--- src/rtl/mrs_pkg.sv ---
// mrs_pkg: types and constants for the modbus rtu slave engine
// shared by mrs_crc and modbus_rtu_slave_engine; no dependencies
package mrs_pkg;

  localparam logic [15:0] CrcInit = 16'hFFFF;
  localparam logic [15:0] CrcPoly = 16'hA001;
  localparam logic [7:0]  ExcFlag = 8'h80;
  localparam logic [15:0] CrcLsb  = 16'h0001;

  localparam logic [1:0] CfgSlaveAddress = 2'd0;
  localparam logic [1:0] CfgGapTicks     = 2'd1;
  localparam logic [1:0] CfgCoilValues   = 2'd2;

  localparam logic [7:0] FcReadCoils     = 8'd1;
  localparam logic [7:0] FcReadInputs    = 8'd2;
  localparam logic [7:0] FcReadHolding   = 8'd3;
  localparam logic [7:0] FcReadInRegs    = 8'd4;
  localparam logic [7:0] FcWriteCoil     = 8'd5;
  localparam logic [7:0] FcWriteSingle   = 8'd6;
  localparam logic [7:0] FcWriteCoils    = 8'd15;
  localparam logic [7:0] FcWriteMultiple = 8'd16;

  localparam logic [1:0] ExcIllegalFunc = 2'd1;
  localparam logic [1:0] ExcIllegalAddr = 2'd2;

  typedef enum logic [3:0] {
    ST_IDLE, ST_RD, ST_CHK, ST_EVAL, ST_W1, ST_W2, ST_W3,
    ST_PREP, ST_GEN, ST_CRCW, ST_DONE
  } state_e;

  typedef enum logic [2:0] {
    RESP_EXC, RESP_COIL, RESP_READ, RESP_ECHO, RESP_WMUL
  } resp_e;

  typedef struct packed {
    logic       init;
    logic       start;
    logic [7:0] data;
  } crc_ctrl_t;

endpackage

--- src/rtl/mrs_ram.sv ---
// mrs_ram: generic single write, single read ram with registered read
// no dependencies
module mrs_ram #(
  parameter int unsigned Width = 8,
  parameter int unsigned Depth = 64
) (
  input  logic                                  clk_i,
  input  logic                                  we_i,
  input  logic [((Depth > 1) ? $clog2(Depth) : 1)-1:0] waddr_i,
  input  logic [Width-1:0]                      wdata_i,
  input  logic [((Depth > 1) ? $clog2(Depth) : 1)-1:0] raddr_i,
  output logic [Width-1:0]                      rdata_o
);

  logic [Width-1:0] mem_q [Depth];

  always_ff @(posedge clk_i) begin
    if (we_i) begin
      mem_q[waddr_i] <= wdata_i;
    end
    rdata_o <= mem_q[raddr_i];
  end

endmodule

--- src/rtl/mrs_crc.sv ---
// mrs_crc: bit-serial crc-16 unit, one bit per cycle
// depends on mrs_pkg
module mrs_crc (
  input  logic               clk_i,
  input  logic               rst_ni,
  input  mrs_pkg::crc_ctrl_t ctrl_i,
  output logic               busy_o,
  output logic [15:0]        crc_o
);

  logic [15:0] crc_q, crc_d;
  logic [3:0]  cnt_q, cnt_d;

  always_comb begin
    crc_d = crc_q;
    cnt_d = cnt_q;
    if (ctrl_i.init) begin
      crc_d = mrs_pkg::CrcInit;
      cnt_d = 4'd0;
    end else if (ctrl_i.start) begin
      crc_d = crc_q ^ {8'd0, ctrl_i.data};
      cnt_d = 4'd8;
    end else if (cnt_q != 4'd0) begin
      if ((crc_q & mrs_pkg::CrcLsb) != 16'd0) begin
        crc_d = (crc_q >> 1) ^ mrs_pkg::CrcPoly;
      end else begin
        crc_d = crc_q >> 1;
      end
      cnt_d = cnt_q - 4'd1;
    end
  end

  always_ff @(posedge clk_i or negedge rst_ni) begin
    if (!rst_ni) begin
      crc_q <= mrs_pkg::CrcInit;
      cnt_q <= 4'd0;
    end else begin
      crc_q <= crc_d;
      cnt_q <= cnt_d;
    end
  end

  assign busy_o = (cnt_q != 4'd0);
  assign crc_o  = crc_q;

  a_no_start_busy: assert property (@(posedge clk_i) disable iff (!rst_ni)
    ctrl_i.start |-> (cnt_q == 4'd0)) else $error("crc start while busy");
  a_count_runs: assert property (@(posedge clk_i) disable iff (!rst_ni)
    (cnt_q != 4'd0 && !ctrl_i.init) |=> (cnt_q == $past(cnt_q) - 4'd1))
    else $error("crc count skipped");
  a_init_clears: assert property (@(posedge clk_i) disable iff (!rst_ni)
    ctrl_i.init |=> (crc_q == mrs_pkg::CrcInit)) else $error("crc init lost");

endmodule

--- src/rtl/modbus_rtu_slave_engine.sv ---
// Modbus RTU slave engine: bytes and ticks in, response bytes out. A byte or a tick that
// does not end a frame is taken in ST_IDLE. A frame end (4+ bytes, no overflow) walks the
// stored frame via the bit-serial crc unit (ST_RD, ST_CHK per byte; received crc bytes
// skip it), then writes registers for function 16 (ST_W1-ST_W3 per register) and emits
// each response byte via ST_PREP, ST_GEN, ST_CRCW (crc unit: one bit per cycle), each crc
// byte via ST_PREP and ST_GEN, stalled by out_ready_i; no item is taken during that work.
module modbus_rtu_slave_engine #(
  parameter int unsigned REG_COUNT   = 16,
  parameter int unsigned FRAME_DEPTH = 64
) (
  input  logic        clk_i,
  input  logic        rst_ni,
  input  logic        in_valid_i,
  output logic        in_ready_o,
  input  logic        cmd_i,
  input  logic [7:0]  rx_byte_i,
  output logic        out_valid_o,
  input  logic        out_ready_i,
  output logic [7:0]  tx_byte_o,
  output logic        last_byte_o,
  input  logic        cfg_valid_i,
  output logic        cfg_ready_o,
  input  logic [1:0]  cfg_index_i,
  input  logic [15:0] cfg_data_i
);

  localparam int unsigned AW   = $clog2(FRAME_DEPTH);
  localparam int unsigned LW   = $clog2(FRAME_DEPTH + 1);
  localparam int unsigned RA_W = (REG_COUNT > 1) ? $clog2(REG_COUNT) : 1;
  localparam int unsigned RC_W = $clog2(REG_COUNT + 1);

  mrs_pkg::state_e state_q, state_d;
  mrs_pkg::resp_e  resp_q, resp_d;

  logic [7:0]  slave_addr_q;
  logic [15:0] gap_ticks_q, coil_values_q;
  logic [LW-1:0] len_q, len_d;
  logic          ovf_q, ovf_d;
  logic [15:0]   sil_q, sil_d;
  logic [LW-1:0] fidx_q, fidx_d;
  logic [7:0]    hdr_q [7];
  logic [7:0]    hdr_d [7];
  logic [7:0]    rxlo_q, rxlo_d, rxhi_q, rxhi_d;
  logic [8:0]    widx_q, widx_d;
  logic [RC_W-1:0] wcnt_q, wcnt_d;
  logic [7:0]    whi_q, whi_d;
  logic [6:0]    k_q, k_d, n_q, n_d;
  logic [1:0]    exc_q, exc_d;
  logic          out_valid_q, out_valid_d, last_q, last_d;
  logic [7:0]    tx_q, tx_d;
  logic [REG_COUNT-1:0] hr_vld_q, hr_vld_d;
  logic          hr_vld_rd_q, hr_vld_rd_d;

  logic          fr_we;
  logic [AW-1:0] fr_waddr, fr_raddr;
  logic [7:0]    fr_rdata;
  logic          hr_we;
  logic [RA_W-1:0] hr_waddr, hr_raddr;
  logic [15:0]   hr_wdata, hr_rdata;

  mrs_pkg::crc_ctrl_t crc_ctrl;
  logic          crc_busy;
  logic [15:0]   crc_val;

  logic [15:0] start_w, qty_w;
  logic [16:0] span_w;
  logic [6:0]  ci_w;
  logic [7:0]  shamt_w, rem_w, cmask_w, coil_byte_w, resp_byte_w;
  logic [31:0] coil_sh_w;
  logic [6:0]  rdi_w;
  logic [15:0] hr_rd_w;
  logic [8:0]  len9_w;

  mrs_ram #(.Width(8), .Depth(FRAME_DEPTH)) u_frame_ram (
    .clk_i   (clk_i),
    .we_i    (fr_we),
    .waddr_i (fr_waddr),
    .wdata_i (rx_byte_i),
    .raddr_i (fr_raddr),
    .rdata_o (fr_rdata)
  );

  mrs_ram #(.Width(16), .Depth(REG_COUNT)) u_hold_ram (
    .clk_i   (clk_i),
    .we_i    (hr_we),
    .waddr_i (hr_waddr),
    .wdata_i (hr_wdata),
    .raddr_i (hr_raddr),
    .rdata_o (hr_rdata)
  );

  mrs_crc u_crc (
    .clk_i  (clk_i),
    .rst_ni (rst_ni),
    .ctrl_i (crc_ctrl),
    .busy_o (crc_busy),
    .crc_o  (crc_val)
  );

  assign start_w = {hdr_q[2], hdr_q[3]};
  assign qty_w   = {hdr_q[4], hdr_q[5]};
  assign span_w  = {1'b0, start_w} + {1'b0, qty_w};
  assign len9_w  = 9'(len_q);

  // coil byte for response index k
  assign ci_w        = k_q - 7'd3;
  assign shamt_w     = 8'(start_w[6:0]) + {ci_w[4:0], 3'b000};
  assign coil_sh_w   = {16'd0, coil_values_q} >> shamt_w;
  assign rem_w       = qty_w[7:0] - {ci_w[4:0], 3'b000};
  assign cmask_w     = (rem_w >= 8'd8) ? 8'hFF : 8'((9'd1 << rem_w[3:0]) - 9'd1);
  assign coil_byte_w = coil_sh_w[7:0] & cmask_w;
  assign hr_rd_w     = hr_vld_rd_q ? hr_rdata : 16'd0;

  always_comb begin
    resp_byte_w = 8'd0;
    case (resp_q)
      mrs_pkg::RESP_EXC: begin
        case (k_q)
          7'd0:    resp_byte_w = slave_addr_q;
          7'd1:    resp_byte_w = hdr_q[1] | mrs_pkg::ExcFlag;
          default: resp_byte_w = 8'(exc_q);
        endcase
      end
      mrs_pkg::RESP_COIL: begin
        case (k_q)
          7'd0:    resp_byte_w = slave_addr_q;
          7'd1:    resp_byte_w = mrs_pkg::FcReadCoils;
          7'd2:    resp_byte_w = 8'(n_q - 7'd3);
          default: resp_byte_w = coil_byte_w;
        endcase
      end
      mrs_pkg::RESP_READ: begin
        case (k_q)
          7'd0:    resp_byte_w = slave_addr_q;
          7'd1:    resp_byte_w = mrs_pkg::FcReadHolding;
          7'd2:    resp_byte_w = {qty_w[6:0], 1'b0};
          default: resp_byte_w = ci_w[0] ? hr_rd_w[7:0] : hr_rd_w[15:8];
        endcase
      end
      mrs_pkg::RESP_ECHO: begin
        resp_byte_w = (k_q < 7'd6) ? hdr_q[k_q[2:0]] : 8'd0;
      end
      mrs_pkg::RESP_WMUL: begin
        case (k_q)
          7'd0:    resp_byte_w = slave_addr_q;
          7'd1:    resp_byte_w = mrs_pkg::FcWriteMultiple;
          7'd2:    resp_byte_w = hdr_q[2];
          7'd3:    resp_byte_w = hdr_q[3];
          7'd4:    resp_byte_w = hdr_q[4];
          default: resp_byte_w = hdr_q[5];
        endcase
      end
      default: resp_byte_w = 8'd0;
    endcase
  end

  always_comb begin
    rdi_w       = (k_q - 7'd3) >> 1;
    state_d     = state_q;
    resp_d      = resp_q;
    len_d       = len_q;
    ovf_d       = ovf_q;
    sil_d       = sil_q;
    fidx_d      = fidx_q;
    hdr_d       = hdr_q;
    rxlo_d      = rxlo_q;
    rxhi_d      = rxhi_q;
    widx_d      = widx_q;
    wcnt_d      = wcnt_q;
    whi_d       = whi_q;
    k_d         = k_q;
    n_d         = n_q;
    exc_d       = exc_q;
    out_valid_d = out_valid_q && !out_ready_i;
    last_d      = last_q;
    tx_d        = tx_q;
    hr_vld_d    = hr_vld_q;
    hr_vld_rd_d = hr_vld_rd_q;
    fr_we       = 1'b0;
    fr_waddr    = len_q[AW-1:0];
    fr_raddr    = fidx_q[AW-1:0];
    hr_we       = 1'b0;
    hr_waddr    = RA_W'(start_w);
    hr_wdata    = qty_w;
    hr_raddr    = RA_W'(start_w + 16'(rdi_w));
    crc_ctrl    = '0;
    in_ready_o  = 1'b0;

    case (state_q)
      mrs_pkg::ST_IDLE: begin
        in_ready_o = 1'b1;
        if (in_valid_i) begin
          if (!cmd_i) begin
            if (len_q < LW'(FRAME_DEPTH)) begin
              fr_we = 1'b1;
              len_d = len_q + LW'(1);
            end else begin
              ovf_d = 1'b1;
            end
            sil_d = 16'd0;
          end else if (len_q != '0) begin
            if (sil_q < gap_ticks_q) begin
              sil_d = sil_q + 16'd1;
            end else if (ovf_q || len_q < LW'(4)) begin
              state_d = mrs_pkg::ST_DONE;
            end else begin
              crc_ctrl.init = 1'b1;
              fidx_d        = '0;
              for (int i = 0; i < 7; i++) begin
                hdr_d[i] = 8'd0;
              end
              state_d = mrs_pkg::ST_RD;
            end
          end
        end
      end
      mrs_pkg::ST_RD: begin
        if (!crc_busy) begin
          state_d = mrs_pkg::ST_CHK;
        end
      end
      mrs_pkg::ST_CHK: begin
        if (fidx_q < LW'(7)) begin
          hdr_d[fidx_q[2:0]] = fr_rdata;
        end
        if (fidx_q == len_q - LW'(2)) begin
          rxlo_d = fr_rdata;
        end
        if (fidx_q == len_q - LW'(1)) begin
          rxhi_d = fr_rdata;
        end
        if (fidx_q < len_q - LW'(2)) begin
          crc_ctrl.start = 1'b1;
          crc_ctrl.data  = fr_rdata;
        end
        fidx_d  = fidx_q + LW'(1);
        state_d = (fidx_q + LW'(1) == len_q) ? mrs_pkg::ST_EVAL : mrs_pkg::ST_RD;
      end
      mrs_pkg::ST_EVAL: begin
        if (!crc_busy) begin
          state_d = mrs_pkg::ST_DONE;
          if ((hdr_q[0] == slave_addr_q || hdr_q[0] == 8'd0) &&
              crc_val == {rxhi_q, rxlo_q}) begin
            k_d   = 7'd0;
            exc_d = mrs_pkg::ExcIllegalAddr;
            case (hdr_q[1])
              mrs_pkg::FcReadCoils: begin
                if (span_w > 17'(REG_COUNT)) begin
                  resp_d = mrs_pkg::RESP_EXC;
                  n_d    = 7'd3;
                end else begin
                  resp_d = mrs_pkg::RESP_COIL;
                  n_d    = 7'd3 + 7'((qty_w[5:0] + 6'd7) >> 3);
                end
                crc_ctrl.init = 1'b1;
                state_d       = mrs_pkg::ST_PREP;
              end
              mrs_pkg::FcReadHolding: begin
                if (span_w > 17'(REG_COUNT)) begin
                  resp_d = mrs_pkg::RESP_EXC;
                  n_d    = 7'd3;
                end else begin
                  resp_d = mrs_pkg::RESP_READ;
                  n_d    = 7'd3 + {qty_w[5:0], 1'b0};
                end
                crc_ctrl.init = 1'b1;
                state_d       = mrs_pkg::ST_PREP;
              end
              mrs_pkg::FcWriteSingle: begin
                if (start_w >= 16'(REG_COUNT)) begin
                  resp_d = mrs_pkg::RESP_EXC;
                  n_d    = 7'd3;
                end else begin
                  hr_we    = 1'b1;
                  hr_vld_d[RA_W'(start_w)] = 1'b1;
                  resp_d   = mrs_pkg::RESP_ECHO;
                  n_d      = 7'd6;
                end
                crc_ctrl.init = 1'b1;
                state_d       = mrs_pkg::ST_PREP;
              end
              mrs_pkg::FcWriteMultiple: begin
                crc_ctrl.init = 1'b1;
                if (span_w > 17'(REG_COUNT) || 17'(hdr_q[6]) != {qty_w, 1'b0}) begin
                  resp_d  = mrs_pkg::RESP_EXC;
                  n_d     = 7'd3;
                  state_d = mrs_pkg::ST_PREP;
                end else begin
                  resp_d  = mrs_pkg::RESP_WMUL;
                  n_d     = 7'd6;
                  widx_d  = 9'd7;
                  wcnt_d  = '0;
                  state_d = (qty_w == 16'd0) ? mrs_pkg::ST_PREP : mrs_pkg::ST_W1;
                end
              end
              mrs_pkg::FcReadInputs, mrs_pkg::FcReadInRegs,
              mrs_pkg::FcWriteCoil, mrs_pkg::FcWriteCoils: begin
                state_d = mrs_pkg::ST_DONE;
              end
              default: begin
                resp_d        = mrs_pkg::RESP_EXC;
                n_d           = 7'd3;
                exc_d         = mrs_pkg::ExcIllegalFunc;
                crc_ctrl.init = 1'b1;
                state_d       = mrs_pkg::ST_PREP;
              end
            endcase
          end
        end
      end
      mrs_pkg::ST_W1: begin
        fr_raddr = widx_q[AW-1:0];
        state_d  = mrs_pkg::ST_W2;
      end
      mrs_pkg::ST_W2: begin
        whi_d    = (widx_q < len9_w) ? fr_rdata : 8'd0;
        fr_raddr = AW'(widx_q + 9'd1);
        state_d  = mrs_pkg::ST_W3;
      end
      mrs_pkg::ST_W3: begin
        hr_we    = 1'b1;
        hr_waddr = RA_W'(start_w + 16'(wcnt_q));
        hr_wdata = {whi_q, (widx_q + 9'd1 < len9_w) ? fr_rdata : 8'd0};
        hr_vld_d[RA_W'(start_w + 16'(wcnt_q))] = 1'b1;
        wcnt_d   = wcnt_q + RC_W'(1);
        widx_d   = widx_q + 9'd2;
        state_d  = (16'(wcnt_q) + 16'd1 == qty_w) ? mrs_pkg::ST_PREP : mrs_pkg::ST_W1;
      end
      mrs_pkg::ST_PREP: begin
        hr_vld_rd_d = hr_vld_q[RA_W'(start_w + 16'(rdi_w))];
        state_d     = mrs_pkg::ST_GEN;
      end
      mrs_pkg::ST_GEN: begin
        if (!out_valid_q) begin
          out_valid_d = 1'b1;
          last_d      = 1'b0;
          if (k_q < n_q) begin
            tx_d           = resp_byte_w;
            crc_ctrl.start = 1'b1;
            crc_ctrl.data  = resp_byte_w;
            state_d        = mrs_pkg::ST_CRCW;
          end else if (k_q == n_q) begin
            tx_d    = crc_val[7:0];
            k_d     = k_q + 7'd1;
            state_d = mrs_pkg::ST_PREP;
          end else begin
            tx_d    = crc_val[15:8];
            last_d  = 1'b1;
            state_d = mrs_pkg::ST_DONE;
          end
        end
      end
      mrs_pkg::ST_CRCW: begin
        if (!crc_busy) begin
          k_d     = k_q + 7'd1;
          state_d = mrs_pkg::ST_PREP;
        end
      end
      mrs_pkg::ST_DONE: begin
        len_d   = '0;
        ovf_d   = 1'b0;
        sil_d   = 16'd0;
        state_d = mrs_pkg::ST_IDLE;
      end
      default: state_d = mrs_pkg::ST_IDLE;
    endcase
  end

  always_ff @(posedge clk_i or negedge rst_ni) begin
    if (!rst_ni) begin
      state_q       <= mrs_pkg::ST_IDLE;
      slave_addr_q  <= 8'd1;
      gap_ticks_q   <= 16'd4000;
      coil_values_q <= 16'd0;
      len_q         <= '0;
      ovf_q         <= 1'b0;
      sil_q         <= 16'd0;
      out_valid_q   <= 1'b0;
      hr_vld_q      <= '0;
    end else begin
      state_q     <= state_d;
      len_q       <= len_d;
      ovf_q       <= ovf_d;
      sil_q       <= sil_d;
      out_valid_q <= out_valid_d;
      hr_vld_q    <= hr_vld_d;
      if (cfg_valid_i) begin
        case (cfg_index_i)
          mrs_pkg::CfgSlaveAddress: slave_addr_q  <= cfg_data_i[7:0];
          mrs_pkg::CfgGapTicks:     gap_ticks_q   <= cfg_data_i;
          mrs_pkg::CfgCoilValues:   coil_values_q <= cfg_data_i;
          default: ;
        endcase
      end
    end
  end

  always_ff @(posedge clk_i) begin
    resp_q      <= resp_d;
    fidx_q      <= fidx_d;
    hdr_q       <= hdr_d;
    rxlo_q      <= rxlo_d;
    rxhi_q      <= rxhi_d;
    widx_q      <= widx_d;
    wcnt_q      <= wcnt_d;
    whi_q       <= whi_d;
    k_q         <= k_d;
    n_q         <= n_d;
    exc_q       <= exc_d;
    last_q      <= last_d;
    tx_q        <= tx_d;
    hr_vld_rd_q <= hr_vld_rd_d;
  end

  assign cfg_ready_o = 1'b1;
  assign out_valid_o = out_valid_q;
  assign tx_byte_o   = tx_q;
  assign last_byte_o = last_q;

  a_len_bound: assert property (@(posedge clk_i) disable iff (!rst_ni)
    len_q <= LW'(FRAME_DEPTH)) else $error("frame length past depth");
  a_ready_crc_idle: assert property (@(posedge clk_i) disable iff (!rst_ni)
    in_ready_o |-> !crc_busy) else $error("request taken with crc running");
  a_last_ends: assert property (@(posedge clk_i) disable iff (!rst_ni)
    (state_q == mrs_pkg::ST_GEN && state_d == mrs_pkg::ST_DONE) |=> last_q)
    else $error("response closed without last byte");

endmodule
--- config.mk ---
export PLATFORM = sky130hd
export DESIGN_NAME = modbus_rtu_slave_engine
export DESIGN_NICKNAME = d
export VERILOG_FILES = /design/src/rtl/mrs_pkg.sv /design/src/rtl/mrs_ram.sv /design/src/rtl/mrs_crc.sv /design/src/rtl/modbus_rtu_slave_engine.sv
export SDC_FILE = /design/constraint.sdc
export NUM_CORES = 2
export LEC_CHECK = 0
export ABC_AREA = 1
export BUFFER_PORTS_ARGS = -buffer_cell sky130_fd_sc_hd__buf_2
export CORE_ASPECT_RATIO = 1.4
export CORE_MARGIN = 2
export CORE_UTILIZATION = 57
export DETAILED_ROUTE_END_ITERATION = 12
export MAX_ROUTING_LAYER = met4
export PLACE_DENSITY_LB_ADDON = 0.15
export SLEW_MARGIN = 20
export SYNTH_ARGS = -nofsm -noshare
export SYNTH_HDL_FRONTEND = slang
export SYNTH_SLANG_ARGS = --single-unit
--- constraint.sdc ---
create_clock -name clk_i -period 5.8 [get_ports clk_i]
set_clock_uncertainty 0.2 [all_clocks]
set_input_delay 1.16 -clock clk_i [delete_from_list [all_inputs] [get_ports clk_i]]
set_output_delay 1.16 -clock clk_i [all_outputs]
set_load 0.05 [all_outputs]
==> metrics.md <==
| Metric | Value |
|---|---|
| WS Path Type | `register to register` |
| Vias | `34.01k` |
| Synth top area cells | `edfxtp_1 (57%), nor2_1 (5.8%), dfrtp_1 (4.3%), o21ai_0 (4.1%), nand2_1 (3.6%)` |
| Pleak | `~19 nW` |
| Number of antenna diodes | `0` |
| Cell accounting for the most synthesized area | `edfxtp_1` |
| Row cnt | `125` |
| GR Util All Layers | `0.3111` |
| Sum of negative setup slack | `0 ps` |
| Setup slack after layout | `1260 ps` |
| Drt wl/cell | `23.38 um` |
| Area of the multi-input gates | `15650 um^2` |
| Nets | `4518` |
| FF-to-FF path depth | `18` |
| Core region area | `82890 um^2` |
| Max Fclk | `220.2 MHz` |
| DRT Pass-1 Iters | `8` |
| Post-Route WL | `129700 um` |
| Vias/cell | `6.133` |
| Worst-Margin Slew | `roughly 1100 ps` |
| Post-synthesis cell count | `4392` |
| Antenna viol nets, final | `0` |
| Fin crit share | `0.7828` |
| Hold_buf cts | `0` |
| Reg2reg setup slack | `1260 ps` |
| Clk sinks | `1026` |
| Drt drc | `0` |
| Status | `completed` |
| Max_slew headroom | `0.2867` |
| Hold WS | `262.6 ps` |
| Grt total ovfl | `0` |
| Synthesis-to-layout area growth | `9.927%` |
| Initial core utilization | `0.5746` |
| Min Tclk post-route | `approximately 4500 ps` |
| Dpl cells | `about 5.4k` |
| Hold Crit Endpoint | `hr_vld_q[1]` |
| Antenna violations before repair | `0` |
| Clock transition at path regs | `60 ps` |
| CTS tree | `yes` |
| Cts bufs inserted | `98` |
| First-pass GRT wire length | `196700 um` |
| Startpoint types | `register` |
| Vias in the first global route | `between 30k and 40k` |
| Setup repair bufs after CTS | `0` |
| CP Capture Type | `register` |
| EDFF count, synth | `around 900` |
| Finish-stage setup viols | `0` |
| Fin. Hold Viols | `0` |
| Fillcell total | `6625` |
| Pins Over Slew Limit | `0` |
| # port buffers | `42` |
| Post-Layout Cell Count | `~5.5k` |
| Die Y | `346.0 um` |
| HP Class | `register to register` |
| Clk Latency, worst-skew pair | `670 ps` |
| Seq/Total Area, Yosys | `0.6314` |
| Worst r2r src | `hdr_q[24]` |
| Ys flop type | `edfxtp_1` |
| FF-to-FF End | `wcnt_q[1]` |
| Layout cell share with drive strength beyond 1 | `0.08777` |
| Syn Std Cell Area | `47630 um^2` |
| Maxcap violations | `0` |
| Clk root buf | `clkbuf_16` |
| CP arrival | `roughly 4700 ps` |
| I/O pins | `44` |
| PwrDens | `496.9 nW/um^2` |
| Worst vdd ir | `0.8747 mV` |
| Die width | `~250 um` |
| Max Buffers Root-to-Sink | `3` |
| Hold path cells | `2` |
| Die Footprint | `between 80000 and 90000 um^2` |
| Setup WS pre-CTS | `between 1000 and 1500 ps` |
| RSZ-0062 raised after global routing | `no` |
| Avg Cell Area, Syn | `10.85 um^2` |
| Cell variety after synth | `71` |
| H-tree depth | `3` |
| Synth async-reset ratio | `0.1023` |
| Initial drt markers | `between 3k and 4k` |
| Storage cell area | `30070 um^2` |
| Hold_sp | `hr_vld_q[1]` |
| # resized after CTS | `0` |
| Ys Warns | `0` |
| Net Count, Synth | `approximately 4.5k` |
| Largest net degree at the start of global routing | `169` |
| Detailed Place HPWL | `roughly 85000 um` |
| Synth top area share | `0.5655` |
| Synthesized flop and latch total | `1026` |
| Worst Path Max Fanout | `18` |
| Required time worst endpoint | `5910 ps` |
| RePlAce Congestion | `1.006` |
-- cell type report --
cell class | instances | area share
multi-input combinational | 2838 | 0.2989
clock inverter | 61 | 0.01166
inverter | 306 | 0.02215
tap | 1079 | 0.02578
timing repair buffer | 114 | 0.01725
sequential | 1026 | 0.5743
clock buffer | 121 | 0.04987
-- state kept, by name (all words and copies together), names as in the netlist, 8 cells and up --
register	cells
rxlo_q	8
rxhi_q	8
u_hold_ram.rdata_o	16
u_frame_ram.mem_q	512
slave_addr_q	8
u_frame_ram.rdata_o	8
tx_byte_o	8
sil_q	16
hr_vld_q	16
hdr_q	56
coil_values_q	16
widx_q	8
u_hold_ram.mem_q	256
gap_ticks_q	16
u_crc.crc_o	16
whi_q	8
-- logic make-up after synthesis --
family,synth area share
other,0.00007873
xor gates and xnor gates,0.01397
DFF,0.6314
and+or+nand+nor,0.1362
muxes,0.004229
adders and majority gates,0.02758
AOI/OAI and AO/OA,0.1420
buffers and inverters,0.04455
-- Yosys cell counts, types with 8 or more instances --
library cell  number
nor2_1           730
edfxtp_1         897
o21bai_1          69
dfxtp_1           24
xor2_1            52
or2_2             19
dfstp_2           23
a211oi_1          13
nand3_1          223
a31oi_1           30
o2111ai_1         14
nand2b_1          16
nor4_1            14
inv_2             15
o21ai_0          393
inv_1            288
buf_2             44
xnor2_1           24
o22ai_1           80
ha_1              97
o32ai_1           64
a21oi_1          141
buf_4              8
o211ai_1          88
a22oi_1           15
buf_1              9
clkbuf_1         154
nand2_1          453
o21ai_1           70
nor3_1            36
dfrtp_1           82
mux2_2            17
o221ai_1          76
nand4_1           26
-- layer usage --
metal	wire length [um]	GRT usage
met5	0	-
met3	7287	0.03426
met1	50230	0.3840
met2	64870	0.5079
met4	7270	0.1566
-- how the worst max path moves through the flow --
stage,start,to
2_1_floorplan,in_valid_i,hdr_q[0]
3_3_place_gp,hdr_q[24],widx_q[8]
3_5_place_dp,hdr_q[24],widx_q[7]
4_1_cts,hdr_q[24],widx_q[7]
5_1_grt,hdr_q[24],widx_q[7]
6_report,hdr_q[24],wcnt_q[1]
-- report_power, final --
group / switching [mW] / leakage, nW / internal (mW)
logic: 6.81 / 7.55 / 3.25
clock network: 2.79 / 1.57 / 3.65
registers: 0.685 / 9.68 / 8.83
total: 10.3 / 18.8 / 15.7
-- stage by stage --
stage | utilization | instance area [um^2] | total power, mW
global route | 0.6317 | 52360 | 27.42
global placement | 0.5918 | 49060 | 19.46
finish | 0.6317 | 52360 | 26.02
detailed placement | 0.5920 | 49070 | 19.57
floorplan | - | 47640 | 16.19
CTS | 0.6309 | 52290 | 26.00
-- cells in the final DEF, fill, tap and decap left out, drive strengths merged, types with 52 or more instances in the layout --
cell    Yosys  routed
a21oi     142     142
buf        68     114
clkbuf    154     121
dfrtp      82      82
edfxtp    897     897
ha         97      97
inv       304     306
nand2     460     460
nand3     223     223
nor2      740     740
o211ai     88      88
o21ai     463     463
o21bai     69      69
o221ai     77      77
o22ai      80      80
o32ai      64      64
xor2       52      52
-- critical path: stages, from the launching register on --
cell and delay [ps]:
edfxtp_1 710, ha_1 370, fa_1 420, nand3_1 100, nand2_1 100, nand2_1 90
o211ai_1 110, nand2_1 80, nand2_1 80, a21boi_2 190, o21ai_0 130, nand2_1 90
nand2_1 50, nor2_1 80, nand2_1 70, nor2_2 420, nand2_1 170, nor2_2 170
o22a_1 530
No activity file was read; power rests on OpenSTA's default activity.
